$ cat src/hw/rtl/rrts_pkg.sv
// Shared types and constants for the round-robin thread scheduler.
package rrts_pkg;

	localparam int unsigned MAX_THREADS_DEF = 64;
	localparam int unsigned OP_W            = 3;
	localparam int unsigned TID_W           = 6;
	localparam int unsigned STATUS_W        = 2;
	localparam int unsigned WORD_W          = 32;
	localparam int unsigned IN_TDATA_W      = 16;
	localparam int unsigned OUT_TDATA_W     = 72;

	typedef enum logic [OP_W-1:0] {
		OP_TICK      = 3'd0,
		OP_SPAWN     = 3'd1,
		OP_TERMINATE = 3'd2,
		OP_BLOCK     = 3'd3,
		OP_RESUME    = 3'd4,
		OP_QUERY     = 3'd5
	} opcode_t;

	typedef enum logic [STATUS_W-1:0] {
		ST_OK       = 2'd0,
		ST_ERR      = 2'd1,
		ST_SHUTDOWN = 2'd2
	} status_t;

	typedef enum logic [1:0] {
		PUSH_RUNNING = 2'd0,
		PUSH_TARGET  = 2'd1,
		PUSH_NEW     = 2'd2
	} push_sel_t;

	typedef enum logic [3:0] {
		S_IDLE,
		S_DECODE,
		S_PUSH_RUN,
		S_HANDOFF,
		S_SW_RD,
		S_SW_CMP,
		S_SW_END,
		S_HO_QRD,
		S_HO_QWR,
		S_FINISH,
		S_SCAN,
		S_PUSH_NEW,
		S_QRY_RD,
		S_QRY_CAP,
		S_DONE
	} state_t;

	// Commands from the controller to the datapath
	typedef struct packed {
		logic      ld_cmd;
		logic      sweep_clr;
		logic      sweep_rd;
		logic      sweep_step;
		logic      sweep_fin;
		logic      pop;
		logic      push;
		push_sel_t push_sel;
		logic      scan_clr;
		logic      scan_step;
		logic      q_rd;
		logic      q_rd_next;
		logic      q_inc;
		logic      q_cap;
		logic      spawn_commit;
		logic      term_commit;
		logic      set_blocked;
		logic      clr_blocked;
		logic      soft_reset;
		logic      set_status;
		status_t   status;
		logic      out_load;
	} cmd_t;

	// Status from the datapath to the controller
	typedef struct packed {
		logic [OP_W-1:0] op;
		logic            tid_zero;
		logic            live;
		logic            blocked;
		logic            is_running;
		logic            count_zero;
		logic            lc_full;
		logic            entry;
		logic            sweep_done;
		logic            scan_free;
		logic            scan_end;
		logic            found;
		logic            out_free;
		logic            running_live;
	} stat_t;

endpackage

$ cat src/hw/rtl/round_robin_thread_scheduler_core.sv
// Top level of the round-robin thread scheduler.
//
// Channel   Dir  Width  Content
// s_axis    in   16     one command: opcode, thread_id, entry_valid
// m_axis    out  72     one result: status, value, running_thread, total_quanta
//
// One command is in work at a time. A handoff or queue removal walks the ready queue
// memory, reading each entry in S_SW_RD and comparing it in S_SW_CMP, and spawn scans
// the live table one id a cycle. Reset is asynchronous; the state comes up ready with
// no clearing pass. A finished result waits in the output register while the next
// command is taken; a second finished result stalls until that register frees.
module round_robin_thread_scheduler_core import rrts_pkg::*; #(
	parameter int unsigned MAX_THREADS = MAX_THREADS_DEF
) (
	input  logic                   clk,
	input  logic                   arst_n,
	input  logic                   s_axis_tvalid,
	output logic                   s_axis_tready,
	// [2:0] opcode, [8:3] thread_id, [9] entry_valid, [15:10] zero
	input  logic [IN_TDATA_W-1:0]  s_axis_tdata,
	output logic                   m_axis_tvalid,
	input  logic                   m_axis_tready,
	// [1:0] status, [33:2] value, [39:34] running_thread, [71:40] total_quanta
	output logic [OUT_TDATA_W-1:0] m_axis_tdata
);

	cmd_t  cmd;
	stat_t stat;

	rrts_ctrl u_ctrl (
		.clk       (clk),
		.arst_n    (arst_n),
		.in_tvalid (s_axis_tvalid),
		.in_tready (s_axis_tready),
		.stat      (stat),
		.cmd       (cmd)
	);

	rrts_dp #(.MAX_THREADS(MAX_THREADS)) u_dp (
		.clk         (clk),
		.arst_n      (arst_n),
		.opcode      (s_axis_tdata[2:0]),
		.thread_id   (s_axis_tdata[8:3]),
		.entry_valid (s_axis_tdata[9]),
		.cmd         (cmd),
		.stat        (stat),
		.out_tvalid  (m_axis_tvalid),
		.out_tready  (m_axis_tready),
		.out_tdata   (m_axis_tdata)
	);

`ifndef ASSERT_OFF
	// One command at a time: ready drops after each transfer
	a_one_in_work: assert property (@(posedge clk) disable iff (!arst_n)
		s_axis_tvalid && s_axis_tready |=> !s_axis_tready)
		else $error("scheduler took a second command while busy");

	// The running thread is always a live thread
	a_running_live: assert property (@(posedge clk) disable iff (!arst_n)
		stat.running_live)
		else $error("running thread is not live");

	// Shutdown result shows the state after reset
	a_shutdown: assert property (@(posedge clk) disable iff (!arst_n)
		m_axis_tvalid && (m_axis_tdata[1:0] == ST_SHUTDOWN) |->
		(m_axis_tdata[39:34] == '0) && (m_axis_tdata[71:40] == 32'd1))
		else $error("shutdown result does not show reset state");
`endif

endmodule

$ cat src/hw/rtl/rrts_ctrl.sv
// Controller state machine of the thread scheduler.
module rrts_ctrl import rrts_pkg::*; (
	input  logic  clk,
	input  logic  arst_n,
	input  logic  in_tvalid,
	output logic  in_tready,
	input  stat_t stat,
	output cmd_t  cmd
);

	state_t state_q, state_d;
	logic   pop_q, pop_d;

	// State register
	always_ff @(posedge clk or negedge arst_n) begin
		if (!arst_n) begin
			state_q <= S_IDLE;
			pop_q   <= 1'b0;
		end else begin
			state_q <= state_d;
			pop_q   <= pop_d;
		end
	end

	assign in_tready = (state_q == S_IDLE);

	// Next state and commands
	always_comb begin
		state_d = state_q;
		pop_d   = pop_q;
		cmd     = '0;
		cmd.pop = pop_q;
		unique case (state_q)
			S_IDLE: begin
				if (in_tvalid) begin
					cmd.ld_cmd = 1'b1;
					state_d    = S_DECODE;
				end
			end
			S_DECODE: begin
				state_d = S_DONE;
				unique case (stat.op)
					OP_TICK: state_d = S_PUSH_RUN;
					OP_SPAWN: begin
						if (!stat.entry || stat.lc_full) begin
							cmd.set_status = 1'b1;
							cmd.status     = ST_ERR;
						end else begin
							cmd.scan_clr = 1'b1;
							state_d      = S_SCAN;
						end
					end
					OP_TERMINATE: begin
						if (stat.tid_zero) begin
							cmd.soft_reset = 1'b1;
							cmd.set_status = 1'b1;
							cmd.status     = ST_SHUTDOWN;
						end else if (!stat.live) begin
							cmd.set_status = 1'b1;
							cmd.status     = ST_ERR;
						end else if (stat.is_running) begin
							state_d = S_HANDOFF;
						end else if (stat.blocked) begin
							state_d = S_FINISH;
						end else begin
							cmd.sweep_clr = 1'b1;
							pop_d         = 1'b0;
							state_d       = S_SW_RD;
						end
					end
					OP_BLOCK: begin
						if (!stat.live || stat.tid_zero) begin
							cmd.set_status = 1'b1;
							cmd.status     = ST_ERR;
						end else if (stat.blocked) begin
							state_d = S_DONE;
						end else if (stat.is_running) begin
							state_d = S_HANDOFF;
						end else begin
							cmd.sweep_clr = 1'b1;
							pop_d         = 1'b0;
							state_d       = S_SW_RD;
						end
					end
					OP_RESUME: begin
						if (!stat.live) begin
							cmd.set_status = 1'b1;
							cmd.status     = ST_ERR;
						end else if (stat.blocked) begin
							cmd.clr_blocked = 1'b1;
							cmd.push        = 1'b1;
							cmd.push_sel    = PUSH_TARGET;
						end
					end
					OP_QUERY: begin
						if (!stat.live) begin
							cmd.set_status = 1'b1;
							cmd.status     = ST_ERR;
						end else begin
							state_d = S_QRY_RD;
						end
					end
					default: begin
						cmd.set_status = 1'b1;
						cmd.status     = ST_ERR;
					end
				endcase
			end
			S_PUSH_RUN: begin
				cmd.push     = 1'b1;
				cmd.push_sel = PUSH_RUNNING;
				state_d      = S_HANDOFF;
			end
			S_HANDOFF: begin
				if (stat.count_zero) begin
					state_d = S_FINISH;
				end else begin
					cmd.sweep_clr = 1'b1;
					pop_d         = 1'b1;
					state_d       = S_SW_RD;
				end
			end
			S_SW_RD: begin
				if (stat.sweep_done) begin
					state_d = S_SW_END;
				end else begin
					cmd.sweep_rd = 1'b1;
					state_d      = S_SW_CMP;
				end
			end
			S_SW_CMP: begin
				cmd.sweep_step = 1'b1;
				state_d        = S_SW_RD;
			end
			S_SW_END: begin
				cmd.sweep_fin = 1'b1;
				state_d       = (pop_q && stat.found) ? S_HO_QRD : S_FINISH;
			end
			S_HO_QRD: begin
				cmd.q_rd      = 1'b1;
				cmd.q_rd_next = 1'b1;
				state_d       = S_HO_QWR;
			end
			S_HO_QWR: begin
				cmd.q_inc = 1'b1;
				state_d   = S_FINISH;
			end
			S_FINISH: begin
				if (stat.op == OP_TERMINATE) cmd.term_commit = 1'b1;
				if (stat.op == OP_BLOCK) cmd.set_blocked = 1'b1;
				state_d = S_DONE;
			end
			S_SCAN: begin
				if (stat.scan_end) begin
					cmd.set_status = 1'b1;
					cmd.status     = ST_ERR;
					state_d        = S_DONE;
				end else if (stat.scan_free) begin
					cmd.spawn_commit = 1'b1;
					state_d          = S_PUSH_NEW;
				end else begin
					cmd.scan_step = 1'b1;
				end
			end
			S_PUSH_NEW: begin
				cmd.push     = 1'b1;
				cmd.push_sel = PUSH_NEW;
				state_d      = S_DONE;
			end
			S_QRY_RD: begin
				cmd.q_rd = 1'b1;
				state_d  = S_QRY_CAP;
			end
			S_QRY_CAP: begin
				cmd.q_cap = 1'b1;
				state_d   = S_DONE;
			end
			S_DONE: begin
				if (stat.out_free) begin
					cmd.out_load = 1'b1;
					state_d      = S_IDLE;
				end
			end
			default: state_d = S_IDLE;
		endcase
	end

endmodule

$ cat src/hw/rtl/rrts_dp.sv
// Datapath of the thread scheduler: thread tables, ready queue, quantum store, result register.
module rrts_dp import rrts_pkg::*; #(
	parameter int unsigned MAX_THREADS = MAX_THREADS_DEF
) (
	input  logic                   clk,
	input  logic                   arst_n,
	input  logic [OP_W-1:0]        opcode,
	input  logic [TID_W-1:0]       thread_id,
	input  logic                   entry_valid,
	input  cmd_t                   cmd,
	output stat_t                  stat,
	output logic                   out_tvalid,
	input  logic                   out_tready,
	output logic [OUT_TDATA_W-1:0] out_tdata
);

	localparam int unsigned ID_W  = (MAX_THREADS > 1) ? $clog2(MAX_THREADS) : 1;
	localparam int unsigned CNT_W = $clog2(MAX_THREADS + 1);
	localparam logic [CNT_W-1:0] MAX_CNT = CNT_W'(MAX_THREADS);

	// Command item
	logic [OP_W-1:0]  op_q;
	logic [TID_W-1:0] tid_q;
	logic             entry_q;

	// Thread tables and counters
	logic [MAX_THREADS-1:0] live_q, blocked_q, qv_q;
	logic [ID_W-1:0]        running_q, next_q;
	logic [WORD_W-1:0]      total_q, value_q;
	logic [CNT_W-1:0]       lcount_q, count_q, idx_q, scan_q;
	logic                   found_q;
	status_t                status_q;

	// Memories and their read registers
	logic [ID_W-1:0]   fifo_mem [MAX_THREADS];
	logic [ID_W-1:0]   fifo_rd_q;
	logic [WORD_W-1:0] q_mem [MAX_THREADS];
	logic [WORD_W-1:0] q_rd_q;
	logic              qv_rd_q;
	logic [ID_W-1:0]   qaddr_q;

	logic [ID_W-1:0]   tid_idx, scan_idx, push_data, fifo_waddr, q_raddr, q_waddr;
	logic              tid_in, match, fifo_we, q_we, push_ok;
	logic [WORD_W-1:0] qval, q_wdata;

	assign tid_idx  = ID_W'(tid_q);
	assign tid_in   = (32'(tid_q) < 32'(MAX_THREADS));
	assign scan_idx = ID_W'(scan_q);
	assign push_ok  = cmd.push && (count_q < MAX_CNT);
	assign match    = cmd.pop ? (idx_q == '0) : (fifo_rd_q == tid_idx);
	assign qval     = qv_rd_q ? q_rd_q : ((qaddr_q == '0) ? WORD_W'(1) : '0);

	// Status toward the controller
	always_comb begin
		stat.op           = op_q;
		stat.tid_zero     = (tid_q == '0);
		stat.live         = tid_in && live_q[tid_idx];
		stat.blocked      = blocked_q[tid_idx];
		stat.is_running   = tid_in && (tid_idx == running_q);
		stat.count_zero   = (count_q == '0);
		stat.lc_full      = (lcount_q >= MAX_CNT);
		stat.entry        = entry_q;
		stat.sweep_done   = (idx_q == count_q);
		stat.scan_free    = !live_q[scan_idx];
		stat.scan_end     = (scan_q == MAX_CNT);
		stat.found        = found_q;
		stat.out_free     = !out_tvalid || out_tready;
		stat.running_live = live_q[running_q];
	end

	// Select queue write port
	always_comb begin
		unique case (cmd.push_sel)
			PUSH_RUNNING: push_data = running_q;
			PUSH_TARGET:  push_data = tid_idx;
			PUSH_NEW:     push_data = scan_idx;
			default:      push_data = running_q;
		endcase
		fifo_we    = push_ok || (cmd.sweep_step && found_q);
		fifo_waddr = push_ok ? ID_W'(count_q) : ID_W'(idx_q - CNT_W'(1));
	end

	// Ready queue storage: one write, one registered read
	always_ff @(posedge clk) begin
		if (fifo_we) fifo_mem[fifo_waddr] <= push_ok ? push_data : fifo_rd_q;
		if (cmd.sweep_rd) fifo_rd_q <= fifo_mem[ID_W'(idx_q)];
	end

	// Select quantum store ports
	always_comb begin
		q_raddr = cmd.q_rd_next ? next_q : tid_idx;
		q_we    = cmd.q_inc || cmd.spawn_commit;
		q_waddr = cmd.q_inc ? next_q : scan_idx;
		q_wdata = cmd.q_inc ? (qval + WORD_W'(1)) : '0;
	end

	// Quantum store
	always_ff @(posedge clk) begin
		if (q_we) q_mem[q_waddr] <= q_wdata;
		if (cmd.q_rd) begin
			q_rd_q  <= q_mem[q_raddr];
			qv_rd_q <= qv_q[q_raddr];
			qaddr_q <= q_raddr;
		end
	end

	// Hold the command item
	always_ff @(posedge clk) begin
		if (cmd.ld_cmd) begin
			op_q    <= opcode;
			tid_q   <= thread_id;
			entry_q <= entry_valid;
		end
	end

	// Scheduler state
	always_ff @(posedge clk or negedge arst_n) begin
		if (!arst_n) begin
			live_q    <= MAX_THREADS'(1);
			blocked_q <= '0;
			qv_q      <= '0;
			running_q <= '0;
			total_q   <= WORD_W'(1);
			lcount_q  <= CNT_W'(1);
			count_q   <= '0;
			idx_q     <= '0;
			scan_q    <= '0;
			found_q   <= 1'b0;
			next_q    <= '0;
			status_q  <= ST_OK;
			value_q   <= '0;
		end else begin
			if (cmd.ld_cmd) begin
				status_q <= ST_OK;
				value_q  <= '0;
			end
			if (cmd.set_status) status_q <= cmd.status;
			if (cmd.soft_reset) begin
				live_q    <= MAX_THREADS'(1);
				blocked_q <= '0;
				qv_q      <= '0;
				running_q <= '0;
				total_q   <= WORD_W'(1);
				lcount_q  <= CNT_W'(1);
				count_q   <= '0;
			end else begin
				if (push_ok) count_q <= count_q + CNT_W'(1);
				if (cmd.sweep_fin && found_q) count_q <= count_q - CNT_W'(1);
				if (cmd.q_inc) begin
					running_q        <= next_q;
					total_q          <= total_q + WORD_W'(1);
					qv_q[next_q]     <= 1'b1;
				end
				if (cmd.spawn_commit) begin
					live_q[scan_idx]    <= 1'b1;
					blocked_q[scan_idx] <= 1'b0;
					qv_q[scan_idx]      <= 1'b1;
					lcount_q            <= lcount_q + CNT_W'(1);
					value_q             <= WORD_W'(scan_q);
				end
				if (cmd.term_commit) begin
					live_q[tid_idx]    <= 1'b0;
					blocked_q[tid_idx] <= 1'b0;
					lcount_q           <= lcount_q - CNT_W'(1);
				end
				if (cmd.set_blocked) blocked_q[tid_idx] <= 1'b1;
				if (cmd.clr_blocked) blocked_q[tid_idx] <= 1'b0;
			end
			if (cmd.q_cap) value_q <= qval;
			// Walk the queue: find the entry, then shift the rest down one place
			if (cmd.sweep_clr) begin
				idx_q   <= '0;
				found_q <= 1'b0;
			end
			if (cmd.sweep_step) begin
				idx_q <= idx_q + CNT_W'(1);
				if (!found_q && match) begin
					found_q <= 1'b1;
					if (cmd.pop) next_q <= fifo_rd_q;
				end
			end
			if (cmd.scan_clr) scan_q <= CNT_W'(1);
			if (cmd.scan_step) scan_q <= scan_q + CNT_W'(1);
		end
	end

	// Result register
	always_ff @(posedge clk or negedge arst_n) begin
		if (!arst_n) begin
			out_tvalid <= 1'b0;
		end else if (cmd.out_load) begin
			out_tvalid <= 1'b1;
		end else if (out_tready) begin
			out_tvalid <= 1'b0;
		end
	end

	always_ff @(posedge clk) begin
		if (cmd.out_load) out_tdata <= {total_q, TID_W'(running_q), value_q, status_q};
	end

endmodule

$ cat config.mk
export PLATFORM = sky130hd
export DESIGN_NAME = round_robin_thread_scheduler_core
export DESIGN_NICKNAME = d
export VERILOG_FILES = /design/src/hw/rtl/rrts_pkg.sv /design/src/hw/rtl/round_robin_thread_scheduler_core.sv /design/src/hw/rtl/rrts_ctrl.sv /design/src/hw/rtl/rrts_dp.sv
export SDC_FILE = /design/constraint.sdc
export NUM_CORES = 2
export LEC_CHECK = 0
export BUFFER_PORTS_ARGS = -buffer_cell sky130_fd_sc_hd__buf_2
export CAP_MARGIN = 10
export CORE_ASPECT_RATIO = 1.25
export CORE_MARGIN = 3
export CORE_UTILIZATION = 40
export CTS_BUF_LIST = sky130_fd_sc_hd__clkbuf_2
export DETAILED_ROUTE_END_ITERATION = 12
export GPL_ROUTABILITY_DRIVEN = 0
export SLEW_MARGIN = 0
export SYNTH_ARGS = -nofsm -noshare
export SYNTH_HDL_FRONTEND = slang
export SYNTH_HIERARCHICAL = 1
export SYNTH_SLANG_ARGS = --single-unit
export TNS_END_PERCENT = 30
$ cat constraint.sdc
create_clock -name clk -period 6.5 [get_ports clk]
set_clock_uncertainty 0.2 [all_clocks]
set_input_delay 1.3 -clock clk [delete_from_list [all_inputs] [get_ports clk]]
set_output_delay 1.3 -clock clk [all_outputs]
set_load 0.01 [all_outputs]
==> results summary <==
TritonCTS built the clock tree. The number of endpoints failing setup at the final stage came out at 0. The multi-input combinational cells in the finished layout cover a total of 0.0294 mm2.

The CTS sink count is 2864. After detailed routing, the number of vias per cell comes to 5.74. The worst setup path is launched from a register. The net count reported at finish is 7691.

The final worst slack came out at 301 ps. The maximum vdd ir drop came out at 0.180 mV. The endpoint arrival time on the critical path is 7300 ps. In this run the most critical hold path is launched from u_dp/value_q[2]$_DFF_PN0_. The maximum clock insertion buffer count came out at 4.

The worst path needs 6200 ps of the cycle, external delays included. After legalization and detailed placement, the total HPWL measured 195000 um. Entering global routing, the biggest net connects 191 pins. The clock reaches the later pin of the worst-skew pair after 1850 ps. The overall via count from detail_route came out at 68.4k.

The cell area that synthesis handed to floorplanning was 0.115 mm2. The number of nets still failing antenna checks after routing came out at 0. The placeable core area is 0.286 mm2.

The post-CTS clock slew at the launch and capture registers of the worst setup and hold paths is 120 ps. The post-synth net total is 7019. In this run the critical register-to-register path is captured at u_dp/fifo_mem[53][4]$_DFFE_PP_. The number of non-filler instances in the completed layout came out at 11.9k. The area added between synthesis and finish is 12.1%. The largest fanout on the critical path is 20.

The CTS buffer count is 682. The cell total after placement is 10.7k. The number of levels the H-tree was split into came out at 6. The max-capacitance violation count came out at 0. The number of pins exceeding their max-slew limit in the final report is 0. The number of global-route vias before repair came out at 69.3k.

The fraction of the cycle the final worst path needs is 95.4%. The required time reported for the critical path endpoint is 7600 ps. The number of cells on the worst reg-to-reg path came out at 18. The average wire per cell in the routed design came out at 27.0 um. The number of instances in the synthesized netlist came out at 6978. The detailed router finished its first iteration with 6599 violations. The count of unresolved DRC violations after routing came out at 0.

The number of buffers added on ports is 87. The detailed-route wire length came out at 322000 um. The cell area after placement is 0.123 mm2. The first global-routing pass estimated 467000 um of wire. The flop-to-flop setup slack came out at 300 ps.

The final cell area excluding filler cells is 0.129 mm2. For this design the static power due to leakage is 0.0460 uW. Of the cells placed in the final design, the portion with a size suffix greater than 1 is 22.1%. The startpoint of the worst register-to-register path is u_dp/tid_idx[2]$_DFFE_PP_. Setup repair after global routing left no endpoint under its margin. The die covers 0.294 mm2. The transition time at the pin with the least slew margin came out at 1210 ps. Measured on the finished design, the core utilization comes to 45.2%. The min-delay analysis places its worst path in the category register to register.

The number of core rows came out at 219. The global route total overflow came out at 0. The relative slew slack is 19.2%.

In this run the clock root is driven by a clkbuf_2. The Yosys step of the flow raised 6 warnings. The flow ran to the end, and the final reports show no timing, DRC or antenna violations. The overall fraction of global-route tracks in use is 21.4%.

In this run the vertical extent of the chip is 606 um. The horizontal die dimension is 486 um. The filler cells instantiated in the layout total 25.0k. The final-layout worst hold slack came out at 216 ps. The worst hold path passes through 0 cells.

94 I/O pins were placed. For this design the ratio of total power to cell area is 317 mW/mm2. The count of final hold-check violations is 0. The number of instances resized during post-cts repair came out at 0. The mean cell area of the mapped netlist came out at 16.5 um2. The initial antenna violation count was 11. Across the whole layout, storage elements account for 0.0845 mm2. Timing would allow up to 0.161 GHz. The setup slack at placement came out at 580 ps.

The category of the most critical setup path is register to register. The number of search-and-repair iterations in the first detailed-routing pass is 7. The effective utilization at floorplan is 40.3%. The end of the worst hold path is u_dp/out_tdata[4]$_DFFE_PP_. The post-CTS setup buffer count is 0.

The worst setup path is captured at a register.
## layout by cell type, fill, tap and decap left out, types with 16 or more instances in the layout
master	count
a211oi_1	127
a21oi_1	160
a221oi_1	18
a22o_1	32
a32oi_1	63
and2_1	29
and3_1	21
buf_12	67
buf_2	87
buf_4	274
clkbuf_2	982
clkinv_1	143
clkinv_2	16
dfrtp_1	299
dlygate4sd3_1	25
edfxtp_1	2559
ha_1	19
inv_1	35
inv_2	16
mux2_2	26
mux2i_1	1084
mux4_2	143
nand2_1	284
nand2b_1	24
nand3_1	51
nand4_1	63
nor2_1	307
nor2_4	97
nor2b_1	19
nor3_1	26
o21ai_0	52
o22ai_1	540
o41ai_1	132
or3_1	18
xnor2_1	44
xor2_1	42
## flip-flops by register name, summed over array words and instances, names as in the netlist, 2 cells and up
| register | flops |
|---|---|
| u_dp/q_mem | 2048 |
| u_dp/fifo_mem | 384 |
| u_dp/out_tdata | 72 |
| u_dp/blocked_q | 64 |
| u_dp/live_q | 64 |
| u_dp/qv_q | 64 |
| u_dp/q_rd_q | 32 |
| u_dp/total_q | 32 |
| u_dp/value_q | 32 |
| u_dp/count_q | 7 |
| u_dp/idx_q | 7 |
| u_dp/lcount_q | 7 |
| u_dp/scan_q | 7 |
| u_dp/fifo_rd_q | 6 |
| u_dp/next_q | 6 |
| u_dp/qaddr_q | 6 |
| u_dp/running_q | 6 |
| u_dp/tid_idx | 6 |
| u_ctrl/state_q | 4 |
| u_dp/op_q | 3 |
| u_dp/status_q | 2 |
## through the flow
step           total power, uW  setup TNS (ps)
6_report                 40900               0
5_1_grt                  42800               0
4_1_cts                  41300               0
3_5_place_dp             29800               0
3_3_place_gp             29600               0
2_1_floorplan            26800          -71510
## power breakdown
part / switching [uW] / total [uW] / internal [uW] / leakage (uW)
Combinational: 4750 / 7160 / 2410 / 0.0133
Sequential: 794 / 22300 / 21500 / 0.0281
Clock: 7030 / 11400 / 4420 / 0.00462
## critical path: stages (launching register included)
cell	delay, ps
edfxtp_1	1040
buf_4	390
mux2i_1	220
nor2_1	60
a211oi_1	240
o22ai_1	120
a22oi_1	290
nand4_1	350
and3b_1	330
nand2_1	130
nor3_4	50
a31o_1	220
nand2b_1	170
buf_4	240
nand3_1	130
o22a_1	230
nor2_1	170
nand2_1	470
nor2_1	620
## per-layer routing
layer	vias to the layer above	track usage, %	routed length [um]	share of wire (%)
li1	29600	-	-	-
met1	35200	25.8	123000	38
met2	2894	38.1	166000	52
met3	756	3.59	20900	6.5
met4	4	8.33	11800	3.7
met5	-	0	21	0.0065
## worst max path at each step
stage	start	to	slack [ps]	cells past startpoint
2_1_floorplan	u_dp/tid_idx[3]$_DFFE_PP_	u_dp/fifo_mem[0][1]$_DFFE_PP_	-230	17
3_3_place_gp	u_dp/tid_idx[2]$_DFFE_PP_	u_dp/fifo_mem[15][4]$_DFFE_PP_	550	18
3_5_place_dp	u_dp/tid_idx[2]$_DFFE_PP_	u_dp/fifo_mem[5][2]$_DFFE_PP_	580	18
4_1_cts	u_dp/tid_idx[2]$_DFFE_PP_	u_dp/fifo_mem[53][4]$_DFFE_PP_	360	18
5_1_grt	u_dp/tid_idx[2]$_DFFE_PP_	u_dp/fifo_mem[58][1]$_DFFE_PP_	60	18
6_report	u_dp/tid_idx[2]$_DFFE_PP_	u_dp/fifo_mem[53][4]$_DFFE_PP_	300	18
## cell type report
cell class | instances | share of cell area [%]
clock inverter | 201 | 0.873
timing repair buffer | 457 | 3.24
inverter | 41 | 0.125
multi-input combinational | 3604 | 22.8
tap | 3757 | 3.64
sequential | 2864 | 65.5
antenna | 9 | 0.0175
clock buffer | 982 | 3.81
## what timing repair did
item / in CTS / in global routing
hold endpoints to repair: 189 / 0
endpoints found under the setup margin: 0 / 0
hold buffers: 26 / 0
No activity file was read; power rests on OpenSTA's default activity.
